File: src/hw/rtl/lbp_pkg.sv
// ----------------------------------------------------------------------------
// LRU buffer pool package
// Shared sizes, payload types and the structs that pass between the control
// logic and the slot cells.
// ----------------------------------------------------------------------------
`default_nettype none

package lbp_pkg;

   // Pool geometry and tag widths
   localparam int SLOTS           = 16;
   localparam int SLOT_BITS       = (SLOTS > 1) ? $clog2(SLOTS) : 1;
   localparam int FILE_ID_BITS    = 8;
   localparam int BLOCK_NUM_BITS  = 16;
   localparam int SLOT_FIELD_BITS = 4;
   localparam int WIDE_BITS       = (SLOT_BITS > SLOT_FIELD_BITS) ? SLOT_BITS : SLOT_FIELD_BITS;

   // Rank held by the least recent slot (ranks form a permutation)
   localparam logic [SLOT_BITS-1:0] LRU_RANK = SLOT_BITS'(SLOTS - 1);

   typedef enum logic {
      FUNC_ACCESS = 1'b0,
      FUNC_MARK   = 1'b1
   } func_type;

   typedef struct packed {
      func_type                   func;
      logic [FILE_ID_BITS-1:0]    file_id;
      logic [BLOCK_NUM_BITS-1:0]  block_number;
      logic [SLOT_FIELD_BITS-1:0] target_slot;
   } req_type;

   typedef struct packed {
      logic                       hit;
      logic [SLOT_FIELD_BITS-1:0] slot;
      logic                       load_needed;
      logic                       writeback;
      logic [FILE_ID_BITS-1:0]    wb_file_id;
      logic [BLOCK_NUM_BITS-1:0]  wb_block_number;
   } rsp_type;

   // Request broadcast to every cell during the lookup cycle
   typedef struct packed {
      logic                      is_access;
      logic [FILE_ID_BITS-1:0]   file_id;
      logic [BLOCK_NUM_BITS-1:0] block_number;
      logic [SLOT_BITS-1:0]      mark_slot;
      logic                      mark_ok;
   } lookup_type;

   // Search results accumulated from cell to cell
   typedef struct packed {
      logic                      hit;
      logic [SLOT_BITS-1:0]      hit_slot;
      logic [SLOT_BITS-1:0]      hit_rank;
      logic                      free;
      logic [SLOT_BITS-1:0]      free_slot;
      logic [SLOT_BITS-1:0]      free_rank;
      logic [SLOT_BITS-1:0]      lru_slot;
      logic                      lru_dirty;
      logic [FILE_ID_BITS-1:0]   lru_file_id;
      logic [BLOCK_NUM_BITS-1:0] lru_block_number;
      logic                      mark_valid;
   } chain_type;

   // Update command broadcast to every cell during the update cycle
   typedef struct packed {
      logic                      en;
      logic                      is_access;
      logic                      mark_set;
      logic                      load;
      logic [SLOT_BITS-1:0]      slot;
      logic [SLOT_BITS-1:0]      old_rank;
      logic [FILE_ID_BITS-1:0]   file_id;
      logic [BLOCK_NUM_BITS-1:0] block_number;
   } update_type;

endpackage

`default_nettype wire

File: src/hw/rtl/lbp_if.sv
// ----------------------------------------------------------------------------
// LRU buffer pool channels
// Valid/ready channels for request and response transactions.
// ----------------------------------------------------------------------------
`default_nettype none

interface lbp_req_if;
   logic             valid;
   logic             ready;
   lbp_pkg::req_type data;

   modport source (output valid, output data, input ready);
   modport sink   (input valid, input data, output ready);
endinterface

interface lbp_rsp_if;
   logic             valid;
   logic             ready;
   lbp_pkg::rsp_type data;

   modport source (output valid, output data, input ready);
   modport sink   (input valid, input data, output ready);
endinterface

`default_nettype wire

File: src/hw/rtl/lru_buffer_pool_top.sv
// ----------------------------------------------------------------------------
// LRU buffer pool top level
// Fully associative page slot pool with least-recently-used replacement and
// dirty writeback reporting, built as a chain of slot cells.
// ----------------------------------------------------------------------------
// Each request transaction yields exactly one response transaction. An access
// (func 0) looks up the file id and block number among the valid slots; a hit
// makes that slot most recent, a miss takes the lowest free slot or else evicts
// the least recent one, reporting its tags for writeback if it was dirty, and
// asks for a load. A mark (func 1) sets the dirty bit of a valid target slot
// and reports in hit whether the slot was valid; marks of free or out-of-range
// slots change nothing. Every slot lives in its own cell; during the lookup
// cycle the search results ripple from cell 0 to the last cell, and during the
// update cycle the decision is broadcast back to all cells. A transaction thus
// passes through lookup and update, and the response is registered at the end
// of the update cycle; a new request is taken in that same update cycle while
// the response side keeps up. A response waiting to be taken does not block
// the next request from entering its lookup; only the update stalls until the
// response register is free. Reset leaves all slots free and clean with ranks
// in slot order and needs no clearing pass.
// ----------------------------------------------------------------------------
`default_nettype none

module lru_buffer_pool_top (
   input  wire logic  clock,
   input  wire logic  reset,
   lbp_req_if.sink    req_chan,
   lbp_rsp_if.source  rsp_chan
);

   typedef enum logic [1:0] {
      S_IDLE,
      S_LOOKUP,
      S_UPDATE
   } state_type;

   typedef struct packed {
      logic                          is_access;
      logic                          mark_set;
      logic                          load;
      logic [lbp_pkg::SLOT_BITS-1:0] slot;
      logic [lbp_pkg::SLOT_BITS-1:0] old_rank;
      lbp_pkg::rsp_type              rsp;
   } decision_type;

   state_type            state_ff;
   lbp_pkg::req_type     req_ff;
   decision_type         dec_ff, dec_in;
   logic                 rsp_valid_ff;
   lbp_pkg::rsp_type     rsp_data_ff;

   lbp_pkg::lookup_type  lkp;
   lbp_pkg::update_type  upd;
   lbp_pkg::chain_type   chain [lbp_pkg::SLOTS+1];
   lbp_pkg::chain_type   tail;

   logic                         out_free;
   logic                         req_take;
   logic                         do_update;
   logic [lbp_pkg::WIDE_BITS-1:0] tgt_wide;
   logic [lbp_pkg::WIDE_BITS-1:0] chosen_wide;

   // Hold the response register until taken; free it when taken this cycle
   assign out_free  = !rsp_valid_ff || rsp_chan.ready;
   assign do_update = (state_ff == S_UPDATE) && out_free;
   assign req_chan.ready = !reset && ((state_ff == S_IDLE) || do_update);
   assign req_take  = req_chan.valid && req_chan.ready;

   assign rsp_chan.valid = rsp_valid_ff;
   assign rsp_chan.data  = rsp_data_ff;

   // Broadcast the held request to the cells
   assign tgt_wide = lbp_pkg::WIDE_BITS'(req_ff.target_slot);
   always_comb begin
      lkp.is_access    = (req_ff.func == lbp_pkg::FUNC_ACCESS);
      lkp.file_id      = req_ff.file_id;
      lkp.block_number = req_ff.block_number;
      lkp.mark_slot    = tgt_wide[lbp_pkg::SLOT_BITS-1:0];
      lkp.mark_ok      = 32'(req_ff.target_slot) < 32'(lbp_pkg::SLOTS);
   end

   // Cell chain: search results enter empty at cell 0
   assign chain[0] = '0;
   for (genvar i = 0; i < lbp_pkg::SLOTS; i++) begin : g_cell
      lbp_cell u_cell (
         .clock     (clock),
         .reset     (reset),
         .cell_idx  (lbp_pkg::SLOT_BITS'(i)),
         .lkp       (lkp),
         .upd       (upd),
         .chain_in  (chain[i]),
         .chain_out (chain[i+1])
      );
   end
   assign tail = chain[lbp_pkg::SLOTS];

   // Decide from the chain tail: on an access hit, else lowest free, else evict LRU; on a mark, the target slot
   always_comb begin
      dec_in           = '0;
      dec_in.is_access = lkp.is_access;
      if (lkp.is_access) begin
         if (tail.hit) begin
            dec_in.slot     = tail.hit_slot;
            dec_in.old_rank = tail.hit_rank;
            dec_in.rsp.hit  = 1'b1;
         end else if (tail.free) begin
            dec_in.slot     = tail.free_slot;
            dec_in.old_rank = tail.free_rank;
            dec_in.load     = 1'b1;
         end else begin
            dec_in.slot     = tail.lru_slot;
            dec_in.old_rank = lbp_pkg::LRU_RANK;
            dec_in.load     = 1'b1;
            if (tail.lru_dirty) begin
               dec_in.rsp.writeback       = 1'b1;
               dec_in.rsp.wb_file_id      = tail.lru_file_id;
               dec_in.rsp.wb_block_number = tail.lru_block_number;
            end
         end
         chosen_wide            = lbp_pkg::WIDE_BITS'(dec_in.slot);
         dec_in.rsp.slot        = chosen_wide[lbp_pkg::SLOT_FIELD_BITS-1:0];
         dec_in.rsp.load_needed = dec_in.load;
      end else begin
         chosen_wide     = tgt_wide;
         dec_in.slot     = lkp.mark_slot;
         dec_in.mark_set = tail.mark_valid;
         dec_in.rsp.hit  = tail.mark_valid;
         dec_in.rsp.slot = req_ff.target_slot;
      end
   end

   // Broadcast the registered decision back to the cells
   always_comb begin
      upd.en           = do_update;
      upd.is_access    = dec_ff.is_access;
      upd.mark_set     = dec_ff.mark_set;
      upd.load         = dec_ff.load;
      upd.slot         = dec_ff.slot;
      upd.old_rank     = dec_ff.old_rank;
      upd.file_id      = req_ff.file_id;
      upd.block_number = req_ff.block_number;
   end

   // Sequencer with registered response
   always_ff @(posedge clock) begin
      if (reset) begin
         state_ff     <= S_IDLE;
         rsp_valid_ff <= 1'b0;
      end else begin
         // Load a new response, else drop the one taken this cycle
         if (do_update) begin
            rsp_valid_ff <= 1'b1;
         end else if (rsp_chan.ready) begin
            rsp_valid_ff <= 1'b0;
         end
         unique case (state_ff)
            S_IDLE: begin
               if (req_take) begin
                  state_ff <= S_LOOKUP;
               end
            end
            S_LOOKUP: begin
               state_ff <= S_UPDATE;
            end
            S_UPDATE: begin
               if (do_update) begin
                  state_ff <= req_take ? S_LOOKUP : S_IDLE;
               end
            end
            default: begin
               state_ff <= S_IDLE;
            end
         endcase
      end
   end

   // Payload registers: advance the request, decision and response
   always_ff @(posedge clock) begin
      if (req_take) begin
         req_ff <= req_chan.data;
      end
      if (state_ff == S_LOOKUP) begin
         dec_ff <= dec_in;
      end
      if (do_update) begin
         rsp_data_ff <= dec_ff.rsp;
      end
   end

endmodule

`default_nettype wire

File: src/hw/rtl/lbp_cell.sv
// ----------------------------------------------------------------------------
// LRU buffer pool slot cell
// Holds one slot's tags, valid, dirty and recency rank; adds its part to the
// search results passing along the chain and applies broadcast updates.
// ----------------------------------------------------------------------------
`default_nettype none

module lbp_cell (
   input  wire logic                          clock,
   input  wire logic                          reset,
   input  wire logic [lbp_pkg::SLOT_BITS-1:0] cell_idx,
   input  wire lbp_pkg::lookup_type           lkp,
   input  wire lbp_pkg::update_type           upd,
   input  wire lbp_pkg::chain_type            chain_in,
   output lbp_pkg::chain_type                 chain_out
);

   logic                               valid_ff, valid_in;
   logic                               dirty_ff, dirty_in;
   logic [lbp_pkg::SLOT_BITS-1:0]      rank_ff, rank_in;
   logic [lbp_pkg::FILE_ID_BITS-1:0]   file_ff;
   logic [lbp_pkg::BLOCK_NUM_BITS-1:0] block_ff;
   logic                               match;
   logic                               chosen;

   // Search: add this slot's contribution to the chain
   always_comb begin
      chain_out = chain_in;
      match = lkp.is_access && valid_ff && (file_ff == lkp.file_id)
              && (block_ff == lkp.block_number);
      if (match) begin
         chain_out.hit      = 1'b1;
         chain_out.hit_slot = cell_idx;
         chain_out.hit_rank = rank_ff;
      end
      if (!valid_ff && !chain_in.free) begin
         chain_out.free      = 1'b1;
         chain_out.free_slot = cell_idx;
         chain_out.free_rank = rank_ff;
      end
      if (rank_ff == lbp_pkg::LRU_RANK) begin
         chain_out.lru_slot         = cell_idx;
         chain_out.lru_dirty        = dirty_ff;
         chain_out.lru_file_id      = file_ff;
         chain_out.lru_block_number = block_ff;
      end
      if (!lkp.is_access && lkp.mark_ok && (cell_idx == lkp.mark_slot) && valid_ff) begin
         chain_out.mark_valid = 1'b1;
      end
   end

   // Update: promote the chosen slot (retagging it on a load) and age the more recent ones, or set dirty on a mark
   always_comb begin
      valid_in = valid_ff;
      dirty_in = dirty_ff;
      rank_in  = rank_ff;
      chosen   = (cell_idx == upd.slot);
      if (upd.en) begin
         if (upd.is_access) begin
            if (chosen) begin
               rank_in = '0;
               if (upd.load) begin
                  valid_in = 1'b1;
                  dirty_in = 1'b0;
               end
            end else if (rank_ff < upd.old_rank) begin
               rank_in = rank_ff + 1'b1;
            end
         end else if (upd.mark_set && chosen) begin
            dirty_in = 1'b1;
         end
      end
   end

   always_ff @(posedge clock) begin
      if (reset) begin
         valid_ff <= 1'b0;
         dirty_ff <= 1'b0;
         rank_ff  <= cell_idx;
      end else begin
         valid_ff <= valid_in;
         dirty_ff <= dirty_in;
         rank_ff  <= rank_in;
      end
   end

   always_ff @(posedge clock) begin
      if (upd.en && upd.is_access && upd.load && chosen) begin
         file_ff  <= upd.file_id;
         block_ff <= upd.block_number;
      end
   end

endmodule

`default_nettype wire

File: src/flat_wrapper.sv
// flat-port wrapper written by rule: the top's interface ports become plain ports
module lru_buffer_pool_top_flat 
  (clock, reset, req_chan_valid, req_chan_data, req_chan_ready, rsp_chan_valid, rsp_chan_data, rsp_chan_ready);
  lbp_req_if req_chan_i ();
  lbp_rsp_if rsp_chan_i ();
  input  wire logic clock;
  input  wire logic reset;
  input wire logic [$bits(req_chan_i.valid)-1:0] req_chan_valid;
  input wire logic [$bits(req_chan_i.data)-1:0] req_chan_data;
  output wire logic [$bits(req_chan_i.ready)-1:0] req_chan_ready;
  output wire logic [$bits(rsp_chan_i.valid)-1:0] rsp_chan_valid;
  output wire logic [$bits(rsp_chan_i.data)-1:0] rsp_chan_data;
  input wire logic [$bits(rsp_chan_i.ready)-1:0] rsp_chan_ready;
  assign req_chan_i.valid = req_chan_valid;
  assign req_chan_i.data = req_chan_data;
  assign req_chan_ready = req_chan_i.ready;
  assign rsp_chan_valid = rsp_chan_i.valid;
  assign rsp_chan_data = rsp_chan_i.data;
  assign rsp_chan_i.ready = rsp_chan_ready;
  lru_buffer_pool_top u_core (.clock(clock), .reset(reset), .req_chan(req_chan_i), .rsp_chan(rsp_chan_i));
endmodule
File: config.mk
export PLATFORM = sky130hd
export DESIGN_NAME = lru_buffer_pool_top_flat
export DESIGN_NICKNAME = d
export VERILOG_FILES = /design/src/hw/rtl/lbp_pkg.sv /design/src/hw/rtl/lbp_if.sv /design/src/hw/rtl/lru_buffer_pool_top.sv /design/src/hw/rtl/lbp_cell.sv /design/src/flat_wrapper.sv
export SDC_FILE = /design/constraint.sdc
export NUM_CORES = 1
export LEC_CHECK = 0
export BUFFER_PORTS_ARGS = -buffer_cell sky130_fd_sc_hd__buf_2
export CAP_MARGIN = 10
export CORE_UTILIZATION = 65
export DETAILED_ROUTE_END_ITERATION = 6
export GPL_ROUTABILITY_DRIVEN = 1
export PLACE_DENSITY = 0.82
export SYNTH_ARGS = -nofsm -noshare
export SYNTH_HDL_FRONTEND = slang
export SYNTH_SLANG_ARGS = --single-unit
File: constraint.sdc
create_clock -name clock -period 12.6 [get_ports clock]
set_input_delay 2.52 -clock clock [delete_from_list [all_inputs] [get_ports clock]]
set_output_delay 2.52 -clock clock [all_outputs]
set_load 0.01 [all_outputs]
* Yosys cells after proc, flatten, opt, wreduce, memory -nomap -nowiden
Cells that the tools add are included.
** Cells by class
- Add/subtract/negate cells :: 16
- $lt $le $gt $ge :: 16
- Equality and inequality tests :: 99
- Muxes and demuxes :: 157
- Bitwise operators :: 2
- Reduce and logical (&&, ||, !) cells :: 254
** Operators with widths (count)
- 2-to-1 mux 29 bit :: 15
- 2-to-1 mux 9 bit :: 32
- == test 16 bit :: 16
- logical AND 1 bit :: 132
- 2-to-1 mux 4 bit :: 33
- == test 8 bit :: 16
- AND reduction 4 bit :: 32
- 2-to-1 mux 1 bit :: 69
- nonzero test 2 bit :: 33
- adder 4 x 1 -> 4 bit, second input constant :: 16
- == test 4 bit, first input constant :: 16
- == test 4 bit, second input constant :: 16
- < comparator 4 bit :: 16
- 2-to-1 mux 25 bit :: 2
- AND reduction 3 bit :: 16
- inequality test 2 bit, second input constant :: 17
- == test 3 x 4 -> 1 bit, first input constant :: 8
- zero test 1 bit :: 32
- == test 2 x 4 -> 1 bit, first input constant :: 4
- 2-to-1 mux 8 bit :: 2
- == test 1 x 4 -> 1 bit, first input constant :: 2
- zero test 4 bit :: 2
- one-hot mux 2 bit (3 select lines) :: 1
- 2-to-1 mux 5 bit :: 1
- 11 further kinds :: 15
** Word-level totals
- Flip-flop bits (word level) :: 584
- Input port bits :: 33
- Output and inout bits :: 33
- Word-level logic and storage cells :: 646

* Depth between registers and ports, before layout
- Depth after elaboration :: 49
- Gate-level depth with buffers :: 13
- Mapped depth without buffers :: 10

* Cells and area by module
Synthesis repeated with hierarchy kept, for this count alone.
** Unflattened totals
- Cell total of the unflattened synthesis :: 2752
- Area, all modules :: 35668.0 um^2
** Modules (own cells, without submodules)
- lbp_cell :: times used 16, cells each 161, area an instance 2009.4 um^2, seq. area each 880.8 um^2
- lru_buffer_pool_top :: times used 1, cells each 176, area an instance 3517.1 um^2, seq. area each 2972.9 um^2

* Worst setup path before layout
Ideal clock, no wire load.
- Path type :: in2reg
- Start :: in rsp_chan_ready
- End :: reg u_core.g_cell[11].u_cell.block_ff[0] (netlist bit) (enable)
- Setup time :: 0.440 ns
- Data arrival time :: 6.279 ns
- Required time :: 12.160 ns
- Slack :: 5.881 ns
- Stages on the path :: 5
- Buffers on the path :: 0
- Cell sequence :: nor2b_1 > nor2_1 > and2_1 > nand2_1 > nor3_1
** Between the ends
- Word-level cells in the longest chain between the ends :: 5
** Ends and longest elaborated chain
- start: declaration :: line flat_wrapper.sv:13 : input wire logic [$bits(rsp_chan_i.ready)-1:0] rsp_chan_ready;
- logical OR 1 bit :: line lru_buffer_pool_top.sv:64 : assign out_free = !rsp_valid_ff || rsp_chan.ready;
- logical AND 1 bit :: line lru_buffer_pool_top.sv:65 : assign do_update = (state_ff == S_UPDATE) && out_free;
- via u_core.do_update :: line lru_buffer_pool_top.sv:59 : logic do_update;
- logical AND 1 bit (3 in a row) :: line lbp_cell.sv:88 : if (upd.en && upd.is_access && upd.load && chosen) begin
- end signal: assignment :: line lbp_cell.sv:90 : block_ff <= upd.block_number;
- end: declaration :: line lbp_cell.sv:22 : logic [lbp_pkg::BLOCK_NUM_BITS-1:0] block_ff;
The timed path passes the listed nets, and every way through them passes these cells.
A chain may end at the register's enable or synchronous reset.

* Worst setup path in the final report
- Start :: in reset
- End :: out req_chan_ready
** Between the ends
- Word-level cells in the longest chain between the ends :: 2
** Ends and longest elaborated chain
- start: declaration :: line flat_wrapper.sv:7 : input wire logic reset;
- zero test 1 bit :: line lru_buffer_pool_top.sv:66 : assign req_chan.ready = !reset && ((state_ff == S_IDLE) || do_update);
- logical AND 1 bit :: line lru_buffer_pool_top.sv:66
- end: declaration :: line flat_wrapper.sv:10 : output wire logic [$bits(req_chan_i.ready)-1:0] req_chan_ready;
No other way between the ends.

==> metrics.md <==
| Metric | Value |
|---|---|
| Nets | `2,636` |
| Final hold vios | `0` |
| Chip height | `216.1 um` |
| Area Growth Syn to Fin | `8.709%` |
| Sequential power share | `0.518` |
| Core Region | `45,280 um^2` |
| DR WL/cell | `29.11 um` |
| Sequential fraction of the synthesis area | `0.5512` |
| Detailed Route WL | `92,720 um` |
| Final Skew | `0.02041 ns` |
| Synth Cell Area | `29,800 um^2` |
| First-pass GRT wire length | `137,600 um` |
| CTS Root Cell | `clkbuf_16` |
| CTS resizes | `0` |
| Clock sinks | `580` |
| WP buf/inv | `3` |
| CP delay by family, top | `buffers and inverters` |
| Post-synth EDFFs | `481` |
| Worst path arrival time | `3.46 ns` |
| IO Pins | `66` |
| DRC errors left | `0` |
| RSZ-0062 raised after global routing | `no` |
| Synth top area share | `0.4847` |
| ANT cells | `0` |
| H-tree depth | `2` |
| Ys Warns | `0` |
| Leading area contributor after synthesis | `edfxtp_1` |
| Async SR Flop Fraction | `0` |
| CP max-delay cell | `a211oi_1` |
| Final-report setup violation count | `0` |
| Antenna violations before repair | `0` |
| Hold Buf Count CTS | `0` |
| FILL cells | `3,092` |
| Slew @ Worst Pin | `1.232 ns` |
| WS Path Type | `input pin to output port` |
| Hpwl dp | `63,740 um` |
| Crit start category | `input pin` |
| Via count | `22,619` |
| CTS Buf Count | `58` |
| Sw Ratio | `0.2194` |
| Synth Instances | `2,506` |
| Register clock-pin slew on the reported worst setup and hold paths | `0.06 ns` |
| Synth unique cells | `88` |
| Post-CTS Setup Inserts | `0` |
| RD Place Congestion | `1.015` |
| Largest net degree at the start of global routing | `52` |
| Fin crit period | `5.978 ns` |
| Switch Pwr | `0.8866 mW` |
| Syn Nets | `2,603` |
| Latest clock arrival within the worst-skew pair | `0.64 ns` |
| Total GRT Usage | `0.3956` |
| Initial core utilization | `0.6580` |
| Total gr overflow | `0` |
| Drt pass-1 iters | `6` |
| CTS max path bufs | `3` |
| Max-Slew Margin vs Limit | `0.1789` |
| Synth Register Bits | `580` |
| CP cell instances | `buf_2, buf_4, a211oi_1, buf_2` |
| Worst hold path class | `flop to flop` |
| CTS tree | `yes` |
| Worst Hold Slack | `0.4183 ns` |
| MaxCap Viol Count | `0` |
| CP max FO | `51` |
| Die area | `46,700 um^2` |
| Die W | `216.1 um` |
| Pwr Density | `124.8 nW/um^2` |
| CP Capture Type | `output port` |
| Drt initial violations | `3,408` |
| Max Slew Vio Count | `0` |
| Final period util | `0.4745` |
| ANT nets after route | `0` |
| Setup TNS | `0 ns` |
| Number of global-route vias before repair | `21,558` |
| Avg Vias per Cell | `7.102` |
| Fraction of layout cells with a size suffix above 1 | `0.1110` |
| Outcome | `completed` |
| LEAKAGE | `10.85 nW` |
| Fmax | `167.3 MHz` |
| Post-Syn Area per Cell | `11.89 um^2` |
| Data required, critical path | `10.08 ns` |
| Slowest stage delay, CP | `0.37 ns` |
| Main synth FF type | `edfxtp_1` |
| Int Power | `3.154 mW` |
| # port buffers | `65` |
| Max VDD drop | `0.1200 mV` |
| Rows | `78` |
| Clock Power Share | `0.436` |
| Most used cell, CP | `buf_2` |
| Synth top area cells | `edfxtp_1, dfxtp_1, xnor2_1, xor2_1, ha_1` |
| Logic pwr share | `0.046` |
-- cell usage after synthesis (9+ instances only) --
master,instances
a211oi_1,22
a21o_1,27
a21oi_1,71
a21oi_2,11
a221o_1,10
a221oi_1,68
a222oi_1,10
a22oi_1,40
a2bb2oi_1,11
a31oi_1,34
and3_1,21
and4_1,14
buf_4,14
buf_6,22
buf_8,11
clkbuf_1,95
dfxtp_1,99
edfxtp_1,481
ha_1,64
inv_1,35
mux2i_1,14
nand2_1,127
nand2b_1,26
nand3_1,56
nand4_1,62
nor2_1,187
nor2b_1,13
nor3_1,64
nor3b_1,9
nor4_1,44
o211ai_1,27
o21ai_0,96
o221ai_1,35
o22ai_1,26
o311ai_0,14
xnor2_1,204
xor2_1,198
-- area by class of cell --
class                   instances  area (um^2)  share of cell area
clock buffers                  76         1600             0.04940
clock inverters                30        316.6            0.009773
inverters                      36        135.1            0.004172
multi-input cells            1735        12290              0.3793
flip-flops and latches        580        16430              0.5071
well taps                     600        750.7             0.02318
repair buffers                128        875.8             0.02704
-- flip-flops by register name, indices dropped and copies added (netlist names), 16 cells and up --
name and flops:
u_core.g_cell.u_cell.valid_ff 16, u_core.dec_ff 37, u_core.g_cell.u_cell.rank_ff 64, u_core.lkp 24, u_core.rsp_chan.data 31, u_core.g_cell.u_cell.file_ff 128
u_core.g_cell.u_cell.block_ff 256, u_core.g_cell.u_cell.dirty_ff 16
-- per-layer routing --
layer | share of wire | wire length [um] | global-route usage
met3 | 0.11 | 10000 | 0.06344
met4 | 0.073 | 6743 | 0.2387
met2 | 0.46 | 42710 | 0.6302
met1 | 0.36 | 33260 | 0.5127
met5 | 0 | 0 | 0
-- final timing paths --
path                startpoint                  endpoint  slack [ns]  cells after the start
min reg2reg  u_core.dec_ff[18]  u_core.rsp_chan.data[18]        0.42                      0
max                      reset            req_chan_ready        6.62                      4
min          u_core.dec_ff[18]  u_core.rsp_chan.data[18]        0.42                      0
max reg2reg     u_core.lkp[10]         u_core.dec_ff[23]        7.98                      9
-- power groups by stage --
stage / Clock (mW) / Combinational [mW] / Sequential, mW
6_report: 1.76 / 0.186 / 2.10
2_1_floorplan: 0 / 0.121 / 2.14
3_5_place_dp: 0 / 0.178 / 2.14
3_3_place_gp: 0 / 0.174 / 2.14
5_1_grt: 1.83 / 0.196 / 2.10
4_1_cts: 1.76 / 0.180 / 2.10
-- stage by stage --
stage,instance area (um^2),std cells,setup WS (ns),total power [mW],util
5_1_grt,32390,3185,6.540,4.124,0.7153
6_report,32390,3185,6.622,4.041,0.7153
3_5_place_dp,30350,3072,6.371,2.315,0.6701
4_1_cts,32260,3178,6.616,4.038,0.7125
3_3_place_gp,30350,3072,6.499,2.309,0.6701
2_1_floorplan,29800,2506,5.881,2.258,-
-- cells in the final DEF (no fill, tap or decap), types with 35 or more instances in the layout --
master     instances
nor3_1            60
inv_1             35
dfxtp_1           99
nand2_1          127
ha_1              64
o21ai_0           96
clkbuf_16         59
a21oi_1           71
nor4_1            44
buf_2             65
a22oi_1           40
a221oi_1          68
nor2_1           175
o221ai_1          35
nand3_1           56
nand4_1           62
xnor2_1          204
edfxtp_1         481
xor2_1           198
buf_4             56
-- logic make-up after synthesis --
family          share of synthesized area
mux                              0.007852
compound gates                     0.1396
flops                              0.5512
buf+inv                           0.03846
simple gates                       0.1167
fa+ha+maj                         0.02687
xor+xnor                           0.1193
Note: power is estimated with default switching activity, not from simulation.
